## src/rtl/prq_pkg.sv

```systemverilog
package prq_pkg;

    localparam int LEVELS_DEF  = 32;
    localparam int THREADS_DEF = 16;

    localparam int ID_W   = 4;
    localparam int PRIO_W = 5;
    localparam int MAP_W  = 32;
    localparam int OP_W   = 2;
    localparam int STAT_W = 2;

    localparam logic [OP_W-1:0] OP_INSERT   = 2'd0;
    localparam logic [OP_W-1:0] OP_REMOVE   = 2'd1;
    localparam logic [OP_W-1:0] OP_SCHEDULE = 2'd2;

    localparam logic [STAT_W-1:0] STAT_OK      = 2'd0;
    localparam logic [STAT_W-1:0] STAT_IGNORED = 2'd1;
    localparam logic [STAT_W-1:0] STAT_EMPTY   = 2'd2;

    typedef struct packed {
        logic [OP_W-1:0]   op;
        logic [ID_W-1:0]   thread_id;
        logic [PRIO_W-1:0] priority_req;
    } t_req;

    typedef struct packed {
        logic [STAT_W-1:0] status;
        logic              switch_now;
        logic              from_valid;
        logic [ID_W-1:0]   old_thread;
        logic [ID_W-1:0]   new_thread;
        logic [PRIO_W-1:0] to_priority;
        logic [MAP_W-1:0]  ready_levels;
    } t_resp;

    typedef struct packed {
        logic idle;
        logic done;
    } t_eng_stat;

    typedef enum logic [3:0] {
        ST_IDLE,
        ST_INS_RD,
        ST_INS_LINK,
        ST_INS_SELF,
        ST_REM_RD,
        ST_REM_HT,
        ST_REM_LINK,
        ST_SCH_RD,
        ST_SCH_PICK,
        ST_DONE
    } t_state;

endpackage

```

## src/rtl/prq_ffs.sv

```systemverilog
module prq_ffs #(
    parameter int LEVELS = prq_pkg::LEVELS_DEF
) (
    input  logic [LEVELS-1:0]         i_map,
    output logic                      o_found,
    output logic [$clog2(LEVELS)-1:0] o_index
);

    localparam int LW = $clog2(LEVELS);

    // Scanning downwards lets the lowest set bit win.
    always_comb begin
        o_found = 1'b0;
        o_index = '0;
        for (int i = LEVELS - 1; i >= 0; i--) begin
            if (i_map[i]) begin
                o_found = 1'b1;
                o_index = LW'(i);
            end
        end
    end

endmodule

```

## src/rtl/prq_engine.sv

```systemverilog
module prq_engine #(
    parameter int LEVELS  = prq_pkg::LEVELS_DEF,
    parameter int THREADS = prq_pkg::THREADS_DEF
) (
    input  logic                i_clk,
    input  logic                i_rst_n,
    input  logic                i_start,
    input  prq_pkg::t_req       i_req,
    input  logic                i_take,
    output prq_pkg::t_eng_stat  o_stat,
    output prq_pkg::t_resp      o_resp
);

    localparam int LW = $clog2(LEVELS);
    localparam int TW = $clog2(THREADS);

    prq_pkg::t_state r_state, n_state;

    // List store: one write and one registered read per memory per cycle.
    logic [TW-1:0] head_mem [LEVELS];
    logic [TW-1:0] tail_mem [LEVELS];
    logic [TW-1:0] next_mem [THREADS];
    logic [TW-1:0] prev_mem [THREADS];
    logic [LW-1:0] lvl_mem  [THREADS];

    logic [TW-1:0] r_head_rd, r_tail_rd, r_next_rd, r_prev_rd;
    logic [LW-1:0] r_lvl_rd;

    logic          head_we, tail_we, next_we, prev_we, lvl_we;
    logic [TW-1:0] head_wd, tail_wd, next_wd, prev_wd;
    logic [TW-1:0] next_wa, prev_wa;
    logic [LW-1:0] lt_ra;

    logic [LEVELS-1:0]  r_bitmap;
    logic [THREADS-1:0] r_queued;
    logic [TW-1:0]      r_run_thread;
    logic               r_run_valid;

    logic [prq_pkg::OP_W-1:0]   r_op;
    logic [TW-1:0]              r_tid;
    logic [LW-1:0]              r_lvl;
    logic [TW-1:0]              r_nx, r_pv;
    logic [prq_pkg::STAT_W-1:0] r_status;
    logic                       r_sw, r_fv;
    logic [TW-1:0]              r_ft, r_tt;
    logic [LW-1:0]              r_tp;

    logic [31:0]                tid_ext, pr_ext;
    logic [TW-1:0]              tidx;
    logic [LW-1:0]              plvl;
    logic                       t_ok, p_ok;
    logic                       ffs_found;
    logic [LW-1:0]              ffs_idx;
    logic [prq_pkg::STAT_W-1:0] start_status;
    logic                       start_work;
    logic                       is_head, is_tail, lvl_busy, pick_switch;
    logic [31:0]                ft_ext, tt_ext, tp_ext, map_ext;

    prq_ffs #(.LEVELS(LEVELS)) u_ffs (
        .i_map   (r_bitmap),
        .o_found (ffs_found),
        .o_index (ffs_idx)
    );

    assign tid_ext = 32'(i_req.thread_id);
    assign pr_ext  = 32'(i_req.priority_req);
    assign tidx    = tid_ext[TW-1:0];
    assign plvl    = pr_ext[LW-1:0];
    assign t_ok    = tid_ext < 32'(THREADS);
    assign p_ok    = pr_ext < 32'(LEVELS);

    assign is_head     = r_head_rd == r_tid;
    assign is_tail     = r_tail_rd == r_tid;
    assign lvl_busy    = r_bitmap[r_lvl];
    assign pick_switch = !r_run_valid || (r_run_thread != r_head_rd);

    always_comb begin
        start_status = prq_pkg::STAT_IGNORED;
        start_work   = 1'b0;
        case (i_req.op)
            prq_pkg::OP_INSERT: begin
                if (t_ok && p_ok && !r_queued[tidx]) begin
                    start_status = prq_pkg::STAT_OK;
                    start_work   = 1'b1;
                end
            end
            prq_pkg::OP_REMOVE: begin
                if (t_ok && r_queued[tidx]) begin
                    start_status = prq_pkg::STAT_OK;
                    start_work   = 1'b1;
                end
            end
            prq_pkg::OP_SCHEDULE: begin
                start_status = ffs_found ? prq_pkg::STAT_OK : prq_pkg::STAT_EMPTY;
                start_work   = ffs_found;
            end
            default: begin
                start_status = prq_pkg::STAT_IGNORED;
            end
        endcase
    end

    // Next state.
    always_comb begin
        n_state = r_state;
        unique case (r_state)
            prq_pkg::ST_IDLE: begin
                if (i_start) begin
                    if (!start_work) begin
                        n_state = prq_pkg::ST_DONE;
                    end else if (i_req.op == prq_pkg::OP_INSERT) begin
                        n_state = prq_pkg::ST_INS_RD;
                    end else if (i_req.op == prq_pkg::OP_REMOVE) begin
                        n_state = prq_pkg::ST_REM_RD;
                    end else begin
                        n_state = prq_pkg::ST_SCH_RD;
                    end
                end
            end
            prq_pkg::ST_INS_RD:   n_state = prq_pkg::ST_INS_LINK;
            prq_pkg::ST_INS_LINK: n_state = prq_pkg::ST_INS_SELF;
            prq_pkg::ST_INS_SELF: n_state = prq_pkg::ST_DONE;
            prq_pkg::ST_REM_RD:   n_state = prq_pkg::ST_REM_HT;
            prq_pkg::ST_REM_HT:   n_state = prq_pkg::ST_REM_LINK;
            prq_pkg::ST_REM_LINK: n_state = prq_pkg::ST_DONE;
            prq_pkg::ST_SCH_RD:   n_state = prq_pkg::ST_SCH_PICK;
            prq_pkg::ST_SCH_PICK: n_state = prq_pkg::ST_DONE;
            prq_pkg::ST_DONE: begin
                if (i_take) begin
                    n_state = prq_pkg::ST_IDLE;
                end
            end
            default: n_state = prq_pkg::ST_IDLE;
        endcase
    end

    // Store port control.
    always_comb begin
        head_we = 1'b0;
        tail_we = 1'b0;
        next_we = 1'b0;
        prev_we = 1'b0;
        lvl_we  = 1'b0;
        head_wd = r_tid;
        tail_wd = r_tid;
        next_wd = r_tid;
        prev_wd = r_tid;
        next_wa = r_tid;
        prev_wa = r_tid;
        lt_ra   = r_lvl;
        o_stat.idle = 1'b0;
        o_stat.done = 1'b0;
        unique case (r_state)
            prq_pkg::ST_IDLE: o_stat.idle = 1'b1;
            prq_pkg::ST_INS_LINK: begin
                tail_we = 1'b1;
                prev_we = 1'b1;
                lvl_we  = 1'b1;
                if (lvl_busy) begin
                    next_we = 1'b1;
                    next_wa = r_tail_rd;
                    prev_wd = r_tail_rd;
                end else begin
                    head_we = 1'b1;
                end
            end
            prq_pkg::ST_INS_SELF: next_we = 1'b1;
            prq_pkg::ST_REM_HT:   lt_ra = r_lvl_rd;
            prq_pkg::ST_REM_LINK: begin
                head_wd = r_nx;
                tail_wd = r_pv;
                next_wa = r_pv;
                next_wd = r_nx;
                prev_wa = r_nx;
                prev_wd = r_pv;
                head_we = is_head;
                next_we = !is_head;
                tail_we = is_tail;
                prev_we = !is_tail;
            end
            prq_pkg::ST_DONE: o_stat.done = 1'b1;
            default: o_stat.idle = 1'b0;
        endcase
    end

    always_ff @(posedge i_clk) begin
        r_head_rd <= head_mem[lt_ra];
        r_tail_rd <= tail_mem[lt_ra];
        r_next_rd <= next_mem[r_tid];
        r_prev_rd <= prev_mem[r_tid];
        r_lvl_rd  <= lvl_mem[r_tid];
        if (head_we) begin
            head_mem[r_lvl] <= head_wd;
        end
        if (tail_we) begin
            tail_mem[r_lvl] <= tail_wd;
        end
        if (next_we) begin
            next_mem[next_wa] <= next_wd;
        end
        if (prev_we) begin
            prev_mem[prev_wa] <= prev_wd;
        end
        if (lvl_we) begin
            lvl_mem[r_tid] <= r_lvl;
        end
    end

    always_ff @(posedge i_clk) begin
        if (!i_rst_n) begin
            r_state      <= prq_pkg::ST_IDLE;
            r_bitmap     <= '0;
            r_queued     <= '0;
            r_run_thread <= '0;
            r_run_valid  <= 1'b0;
        end else begin
            r_state <= n_state;
            if (r_state == prq_pkg::ST_INS_LINK) begin
                r_bitmap[r_lvl] <= 1'b1;
                r_queued[r_tid] <= 1'b1;
            end
            if (r_state == prq_pkg::ST_REM_LINK) begin
                r_queued[r_tid] <= 1'b0;
                if (is_head && is_tail) begin
                    r_bitmap[r_lvl] <= 1'b0;
                end
            end
            if (r_state == prq_pkg::ST_SCH_PICK && pick_switch) begin
                r_run_thread <= r_head_rd;
                r_run_valid  <= 1'b1;
            end
        end
    end

    always_ff @(posedge i_clk) begin
        if (r_state == prq_pkg::ST_IDLE && i_start) begin
            r_op     <= i_req.op;
            r_tid    <= tidx;
            r_lvl    <= (i_req.op == prq_pkg::OP_SCHEDULE) ? ffs_idx : plvl;
            r_status <= start_status;
            r_sw     <= 1'b0;
            r_fv     <= 1'b0;
            r_ft     <= '0;
            r_tt     <= '0;
            r_tp     <= '0;
        end
        if (r_state == prq_pkg::ST_REM_HT) begin
            r_lvl <= r_lvl_rd;
            r_nx  <= r_next_rd;
            r_pv  <= r_prev_rd;
        end
        if (r_state == prq_pkg::ST_SCH_PICK && r_op == prq_pkg::OP_SCHEDULE) begin
            r_tt <= r_head_rd;
            r_tp <= r_lvl;
            if (pick_switch) begin
                r_sw <= 1'b1;
                r_fv <= r_run_valid;
                r_ft <= r_run_valid ? r_run_thread : '0;
            end
        end
    end

    assign ft_ext  = 32'(r_ft);
    assign tt_ext  = 32'(r_tt);
    assign tp_ext  = 32'(r_tp);
    assign map_ext = 32'(r_bitmap);

    always_comb begin
        o_resp.status       = r_status;
        o_resp.switch_now   = r_sw;
        o_resp.from_valid   = r_fv;
        o_resp.old_thread   = ft_ext[prq_pkg::ID_W-1:0];
        o_resp.new_thread   = tt_ext[prq_pkg::ID_W-1:0];
        o_resp.to_priority  = tp_ext[prq_pkg::PRIO_W-1:0];
        o_resp.ready_levels = map_ext;
    end

endmodule

```

## src/rtl/priority_ready_queue_scheduler_unit.sv

```systemverilog
// Ready-queue scheduler: one FIFO of threads per priority level, with a
// ready bitmap and a find-first-set pick of the most urgent level.
// Request channel (i_req_valid / o_req_ready / i_req) carries insert,
// remove and schedule requests; response channel (o_resp_valid /
// i_resp_ready / o_resp) returns exactly one response per request.
// Each request is worked through by a small sequencer over the list
// store, whose memories each take one write and one registered read per
// cycle. A rejected request or an empty schedule goes straight to done;
// otherwise the sequencer steps through read, then pick (schedule), link
// and self-link (insert) or head/tail and link (remove). o_req_ready is
// high only while it is idle, so it takes one request at a time.
// The response sits in an output register; while the receiver stalls,
// one further request can be accepted and worked through, and its
// response then waits in the sequencer until the output register frees.
// Reset clears the ready bitmap, the queued flags and the current thread;
// the list memories need no clearing, so the block is ready as soon as
// reset is released.
module priority_ready_queue_scheduler_unit #(
    parameter int LEVELS  = prq_pkg::LEVELS_DEF,
    parameter int THREADS = prq_pkg::THREADS_DEF
) (
    input  logic           i_clk,
    input  logic           i_rst_n,
    input  logic           i_req_valid,
    output logic           o_req_ready,
    input  prq_pkg::t_req  i_req,
    output logic           o_resp_valid,
    input  logic           i_resp_ready,
    output prq_pkg::t_resp o_resp
);

    prq_pkg::t_eng_stat eng_stat;
    prq_pkg::t_resp     eng_resp;
    logic               eng_start, eng_take;
    logic               r_out_valid;
    prq_pkg::t_resp     r_out;

    assign o_req_ready = eng_stat.idle;
    assign eng_start   = i_req_valid && eng_stat.idle;
    assign eng_take    = eng_stat.done && (!r_out_valid || i_resp_ready);

    prq_engine #(.LEVELS(LEVELS), .THREADS(THREADS)) u_engine (
        .i_clk   (i_clk),
        .i_rst_n (i_rst_n),
        .i_start (eng_start),
        .i_req   (i_req),
        .i_take  (eng_take),
        .o_stat  (eng_stat),
        .o_resp  (eng_resp)
    );

    always_ff @(posedge i_clk) begin
        if (!i_rst_n) begin
            r_out_valid <= 1'b0;
        end else if (eng_take) begin
            r_out_valid <= 1'b1;
        end else if (i_resp_ready) begin
            r_out_valid <= 1'b0;
        end
    end

    always_ff @(posedge i_clk) begin
        if (eng_take) begin
            r_out <= eng_resp;
        end
    end

    assign o_resp_valid = r_out_valid;
    assign o_resp       = r_out;

endmodule

```

## config.mk

```make
export PLATFORM = sky130hd
export DESIGN_NAME = priority_ready_queue_scheduler_unit
export DESIGN_NICKNAME = d
export VERILOG_FILES = /design/src/rtl/prq_pkg.sv /design/src/rtl/prq_ffs.sv /design/src/rtl/prq_engine.sv /design/src/rtl/priority_ready_queue_scheduler_unit.sv
export SDC_FILE = /design/constraint.sdc
export NUM_CORES = 1
export LEC_CHECK = 0
export ABC_AREA = 0
export BUFFER_PORTS_ARGS = -buffer_cell sky130_fd_sc_hd__clkbuf_2
export CAP_MARGIN = 20
export CORE_ASPECT_RATIO = 1.75
export CORE_MARGIN = 1.5
export CORE_UTILIZATION = 56
export DETAILED_ROUTE_END_ITERATION = 7
export GPL_TIMING_DRIVEN = 0
export PLACE_DENSITY = 0.76
export SLEW_MARGIN = 5
export SYNTH_ARGS = -nofsm -noshare
export SYNTH_HDL_FRONTEND = slang
export SYNTH_SLANG_ARGS = --single-unit
```

## constraint.sdc

```tcl
create_clock -name i_clk -period 3.8 [get_ports i_clk]
set_input_delay 1.14 -clock i_clk [delete_from_list [all_inputs] [get_ports i_clk]]
set_output_delay 1.14 -clock i_clk [all_outputs]
set_load 0.02 [all_outputs]
```

### Word level (Yosys, flattened, before mapping)

Memories as Yosys holds them, arrays and structs flattened. A register that Yosys moved wholly into a read port is not among the register bits.
Cells that the tools add are included.

* equal/unequal tests: 17
* bitwise gates (word level): 6
* multiplexer cells: 135
* reduce and logical (&&, ||, !) cells: 25
* $lt $le $gt $ge: 7

Operators by type and width (count)
* $mux W5: 38
* $mux W32: 4
* $mux W1: 63
* $mux W4: 13
* $mux W16: 3
* $and A32 B32 Y32: 1
* $not A32 Y32: 1
* $or A32 B32 Y32: 1
* $pmux W4 S8: 1
* $and A16 B16 Y16: 1
* $eq A4 B3 Y1 const B: 4
* $not A16 Y16: 1
* $or A16 B16 Y16: 1
* $lt A4 B5 Y1 const B: 3
* $lt A5 B6 Y1 const B: 2
* $logic_and A1 B1 Y1: 11
* $eq A4 B2 Y1 const B: 2
* $eq A4 B4 Y1: 2
* $eq A4 B4 Y1 const B: 2
* $pmux W4 S2: 1
* $pmux W1 S2: 3
* $pmux W1 S3: 2
* $pmux W2 S3: 1
* $reduce_bool A2 Y1: 3
* 19 further kinds: 26

* RAM bits: 464
* memories: 5
* output and inout port bits: 51
* register bits after elaboration: 143
* input port bits: 15

Memory list
* u_engine.head_mem: depth 32, bits a word 4, rd ports 1, clocked after Yosys merged registers in 1, write ports 1, RTL line prq_engine.sv:20 `logic [TW-1:0] head_mem [LEVELS];`
* u_engine.tail_mem: depth 32, bits a word 4, rd ports 1, clocked after Yosys merged registers in 1, write ports 1, RTL line prq_engine.sv:21 `logic [TW-1:0] tail_mem [LEVELS];`
* u_engine.lvl_mem: depth 16, bits a word 5, rd ports 1, clocked after Yosys merged registers in 1, write ports 1, RTL line prq_engine.sv:24 `logic [LW-1:0] lvl_mem [THREADS];`
* u_engine.next_mem: depth 16, bits a word 4, rd ports 1, clocked after Yosys merged registers in 1, write ports 1, RTL line prq_engine.sv:22 `logic [TW-1:0] next_mem [THREADS];`
* u_engine.prev_mem: depth 16, bits a word 4, rd ports 1, clocked after Yosys merged registers in 1, write ports 1, RTL line prq_engine.sv:23 `logic [TW-1:0] prev_mem [THREADS];`

### Depth between registers and ports, before layout

* word-level depth: 36
* depth in mapped cells: 12
* depth with buffers taken out: 9

### By module

Synthesis repeated with hierarchy kept, for this count alone.

* cells, all modules: 1815
* area total of the unflattened synthesis: 25314.3 um^2

Modules (own cells, without submodules)
* prq_engine: instances 1, area each 23418.7 um^2, cells each 1696
* priority_ready_queue_scheduler_unit: instances 1, area each 1525.2 um^2, cells each 54
* prq_ffs: instances 1, area each 370.4 um^2, cells each 65

### Worst setup path after synthesis

No wires, ideal clock.

* path type: input to register
* from: input port i_resp_ready
* to: register r_out (netlist bit o_resp[0]), enable pin
* stages on the path: 3
* arrival: 3.378 ns
* setup time: 0.456 ns
* setup slack: -0.033 ns
* cells stage by stage: nand2b_1 nand2_1 nor2_1

* cells in the longest elaborated chain, start to end: 2

Ends and longest elaborated chain
* from (decl): RTL line priority_ready_queue_scheduler_unit.sv:28 `input logic i_resp_ready,`
* $logic_or A1 B1 Y1: RTL line priority_ready_queue_scheduler_unit.sv:40 `assign eng_take = eng_stat.done && (!r_out_valid || i_resp_ready);`
* $logic_and A1 B1 Y1: RTL line priority_ready_queue_scheduler_unit.sv:40
* named net eng_take: RTL line priority_ready_queue_scheduler_unit.sv:34 `logic eng_start, eng_take;`
* to (signal assigned): RTL line priority_ready_queue_scheduler_unit.sv:64 `r_out <= eng_resp;`
* to (decl): RTL line priority_ready_queue_scheduler_unit.sv:36 `prq_pkg::t_resp r_out;`

The timed path passes the listed nets, and every way through them passes these cells.
A chain may end at the register's enable or synchronous reset.

### Worst setup path in the final report

* from: register u_engine.r_tid[1]
* to: memory u_engine.lvl_mem[2][4] in the netlist's numbering, enable pin

RTL lines
* from (decl): RTL line prq_engine.sv:40 `logic [TW-1:0] r_tid;`
* from (signal assigned): RTL line prq_engine.sv:238 `r_tid <= tidx;`
* to (decl): RTL line prq_engine.sv:24

Straight into the memory's write port.

==> key figures <==
Yosys
  • Most common cell in the netlist: edfxtp_1
  • Synth Instances: 1728
  • Post-Syn Area: 25500 um2
  • Synth cell count leaders: edfxtp_1 (543), nand2_1 (279), nor2_1 (174)
  • Main area contributors after synthesis: edfxtp_1 (64%), dfxtp_1 (6.7%), mux4_2 (6.4%)
  • Yosys reg bits: 628
  • Distinct cells, synth: 81
  • Ys flop type: edfxtp_1
  • Number of enable flip-flop cells after synthesis: 543
  • Sequential element share of the synthesized area: 70.7%
  • Yosys top cell area share: 64.0%
  • Async SR Flop Fraction: 0%
  • Area leader, netlist: edfxtp_1
  • Syn nets: 1743
  • Post-synthesis average cell area: 14.7 um2
  • Synth warn: 0

Die
  • Core Region: 45000 um2
  • Area of the die: 46800 um2
  • # rows: 103
  • Boundary pin count: 66
  • Width of the die: 164 um
  • Die H: 285 um
  • Initial core utilization: 56.6%

GRT
  • Grt ovf: 0
  • Vias in the first global route: 16.7k
  • Gr usage total: 30.8%
  • Initial antenna violation count: 1
  • Largest net degree at the start of global routing: 51
  • First-pass GRT wire length: 104000 um

STA
  • Min cycle time layout: 3710 ps
  • Slew Limit Fails: 0
  • Fmax: 270 MHz
  • Final setup violation count: 0
  • Final hold viol count: 0
  • Relative slew slack: 19.2%
  • Fin crit share: 97.6%
  • WHS: 411 ps
  • Final clock skew: 26.5 ps
  • RSZ-0062 raised after global routing: no
  • Slew @ Worst Pin: 1210 ps

Worst setup path
  • Slowest CP cell: nor3_1
  • Startpoint Class: flip-flop
  • Worst Path Max Fanout: 10
  • Top cell by count, worst path: clkbuf_1
  • Critical Path AT: 3900 ps
  • Crit path kind: reg -> reg
  • Critical Path Sink Type: flip-flop
  • Worst path bufs/invs: 2
  • Max incr delay on CP: 930 ps
  • Worst EP required: 3990 ps
  • Worst path top cell family by delay: simple AND/OR/NAND/NOR gates
  • Worst path cell trace: clkbuf_1 -> clkbuf_1 -> nand2_1 -> or3_1 -> nor3_1

Clocking
  • Bufs on Longest Clock Path: 3
  • CTS Sinks: 628
  • Root buf cell: clkbuf_16
  • H-tree levels: 2
  • Post-CTS Hold Buffers: 0
  • Skew-Pair Late Insertion Delay: 600 ps
  • Clock-pin slew on the worst setup and hold paths: 70 ps
  • Cts bufs inserted: 53
  • CTS tree: built

Detailed routing
  • Post-route ant nets: 0
  • Max layer used: met5
  • DR WL/cell: 28.5 um
  • DRC: 0
  • Final wirelength: 71000 um
  • DRT Pass-1 Iters: 6
  • DR WL met2: 37500 um
  • Via count: 16.2k
  • Initial DRC count: 2041
  • Routed met1 length: 21600 um
  • Vias per cell: 6.49
  • Routed met3 length: 5240 um

Final layout
  • Post-Layout Cell Count: 2493
  • Synthesis-to-layout area growth: 12.7%
  • Post-route cell area: 28700 um2
  • Final net count: 1888
  • Share of layout cells above drive strength 1: 19.8%

Placed design
  • IO Port Bufs: 64
  • Post-Place Cells: 2372
  • Cell area after placement: 26600 um2
  • RD Place Congestion: 0.963
  • Detailed placement HPWL: 48800 um

Power
  • Max VDD drop: 0.387 mV
  • Power Total: 16.0 mW
  • PwrDens: 558 nW/um2
  • Pleak: 9.52 nW

Hold path
  • Min-Delay Path Class: reg -> reg

Outcome
  • Status: complete, no violations

Run
  • Max-cap viol count: 0
-- cells by family after synthesis --
| kind of cell | Yosys count | share of synthesized area, % |
|---|---|---|
| multiplexers | 126 | 8.56 |
| XOR/XNOR | 13 | 0.447 |
| AND/OR/NAND/NOR | 641 | 11.6 |
| AO/OA/AOI/OAI | 198 | 6.27 |
| flip-flops | 628 | 70.7 |
| buffers and inverters | 122 | 2.47 |
-- worst paths after layout --
check / slack, ps / from / cells past startpoint / endpoint
worst max register to register: 90 / u_engine.r_tid[1] / 5 / u_engine.lvl_mem[2][4]
worst max-delay path: 90 / u_engine.r_tid[1] / 5 / u_engine.lvl_mem[2][4]
worst min register to register: 410 / u_engine.r_next_rd[1] / 0 / u_engine.r_nx[1]
worst min-delay path: 410 / u_engine.r_next_rd[1] / 0 / u_engine.r_nx[1]
-- layer usage --
layer / up-vias / GRT usage (%)
met2: 1016 / 54.8
met4: 2 / 24.7
met5: - / 0
met1: 7961 / 31.3
met3: 332 / 4.95
li1: 6869 / -
-- sequential cells by signal, indices dropped and copies added (netlist names), 5 cells and up --
signal / cells
u_engine.lvl_mem: 80
u_engine.r_queued: 16
u_engine.tail_mem: 128
u_engine.head_mem: 128
u_engine.r_lvl_rd: 5
u_engine.prev_mem: 64
u_engine.next_mem: 64
u_engine.r_tp: 5
u_engine.r_lvl: 5
u_engine.map_ext: 32
o_resp: 49
-- report_power, final --
part / switching [mW] / internal (mW) / leakage, nW / total, mW
registers: 0.145 / 7.84 / 5.64 / 7.99
clock network: 2.48 / 3.23 / 0.876 / 5.70
logic: 1.61 / 0.718 / 3.00 / 2.33
-- cell type report --
| class | count | area, um2 |
|---|---|---|
| sequential | 628 | 18000 |
| fill | 3162 | 16300 |
| multi-input combinational | 981 | 6950 |
| clock buffer | 62 | 1420 |
| tap | 577 | 722 |
| timing repair buffer | 87 | 576 |
| buffer | 98 | 537 |
| clock inverter | 35 | 385 |
| inverter | 24 | 101 |
| antenna | 1 | 2.50 |
-- stage by stage --
stage / worst slack [ps] / TNS, ps / util (%)
global placement: -619 / -29340 / 59.0
floorplan: 514 / 0 / -
detailed placement: -850 / -22430 / 59.1
CTS: 36.3 / 0 / 63.5
finish: 92.5 / 0 / 63.8
global route: 4.60 / 0 / 63.8
-- cells in the final DEF, fill, tap and decap left out, types with 11 or more instances in the layout --
cell type,count
edfxtp_1,543
nand2_1,279
nor2_1,173
dfxtp_1,84
nand3_1,77
mux4_2,72
clkbuf_2,71
clkbuf_16,56
clkbuf_1,50
mux2i_1,41
a31oi_1,39
a32oi_1,33
o221a_2,33
o21a_1,21
o21ai_0,20
buf_4,19
buf_2,16
inv_1,16
clkinv_2,14
buf_6,13
a21oi_1,13
and2_1,13
nor3_1,12
buf_1,11
-- repair_timing --
action | 4_1_cts | 5_1_grt
buffers inserted | 13 | 2
hold endpoints to repair | 0 | 0
resized for setup | 10 | 10
setup endpoints to repair | 68 | 113
gates cloned | 3 | 0
pin swaps | 4 | 0
No activity file was read; power rests on OpenSTA's default activity.
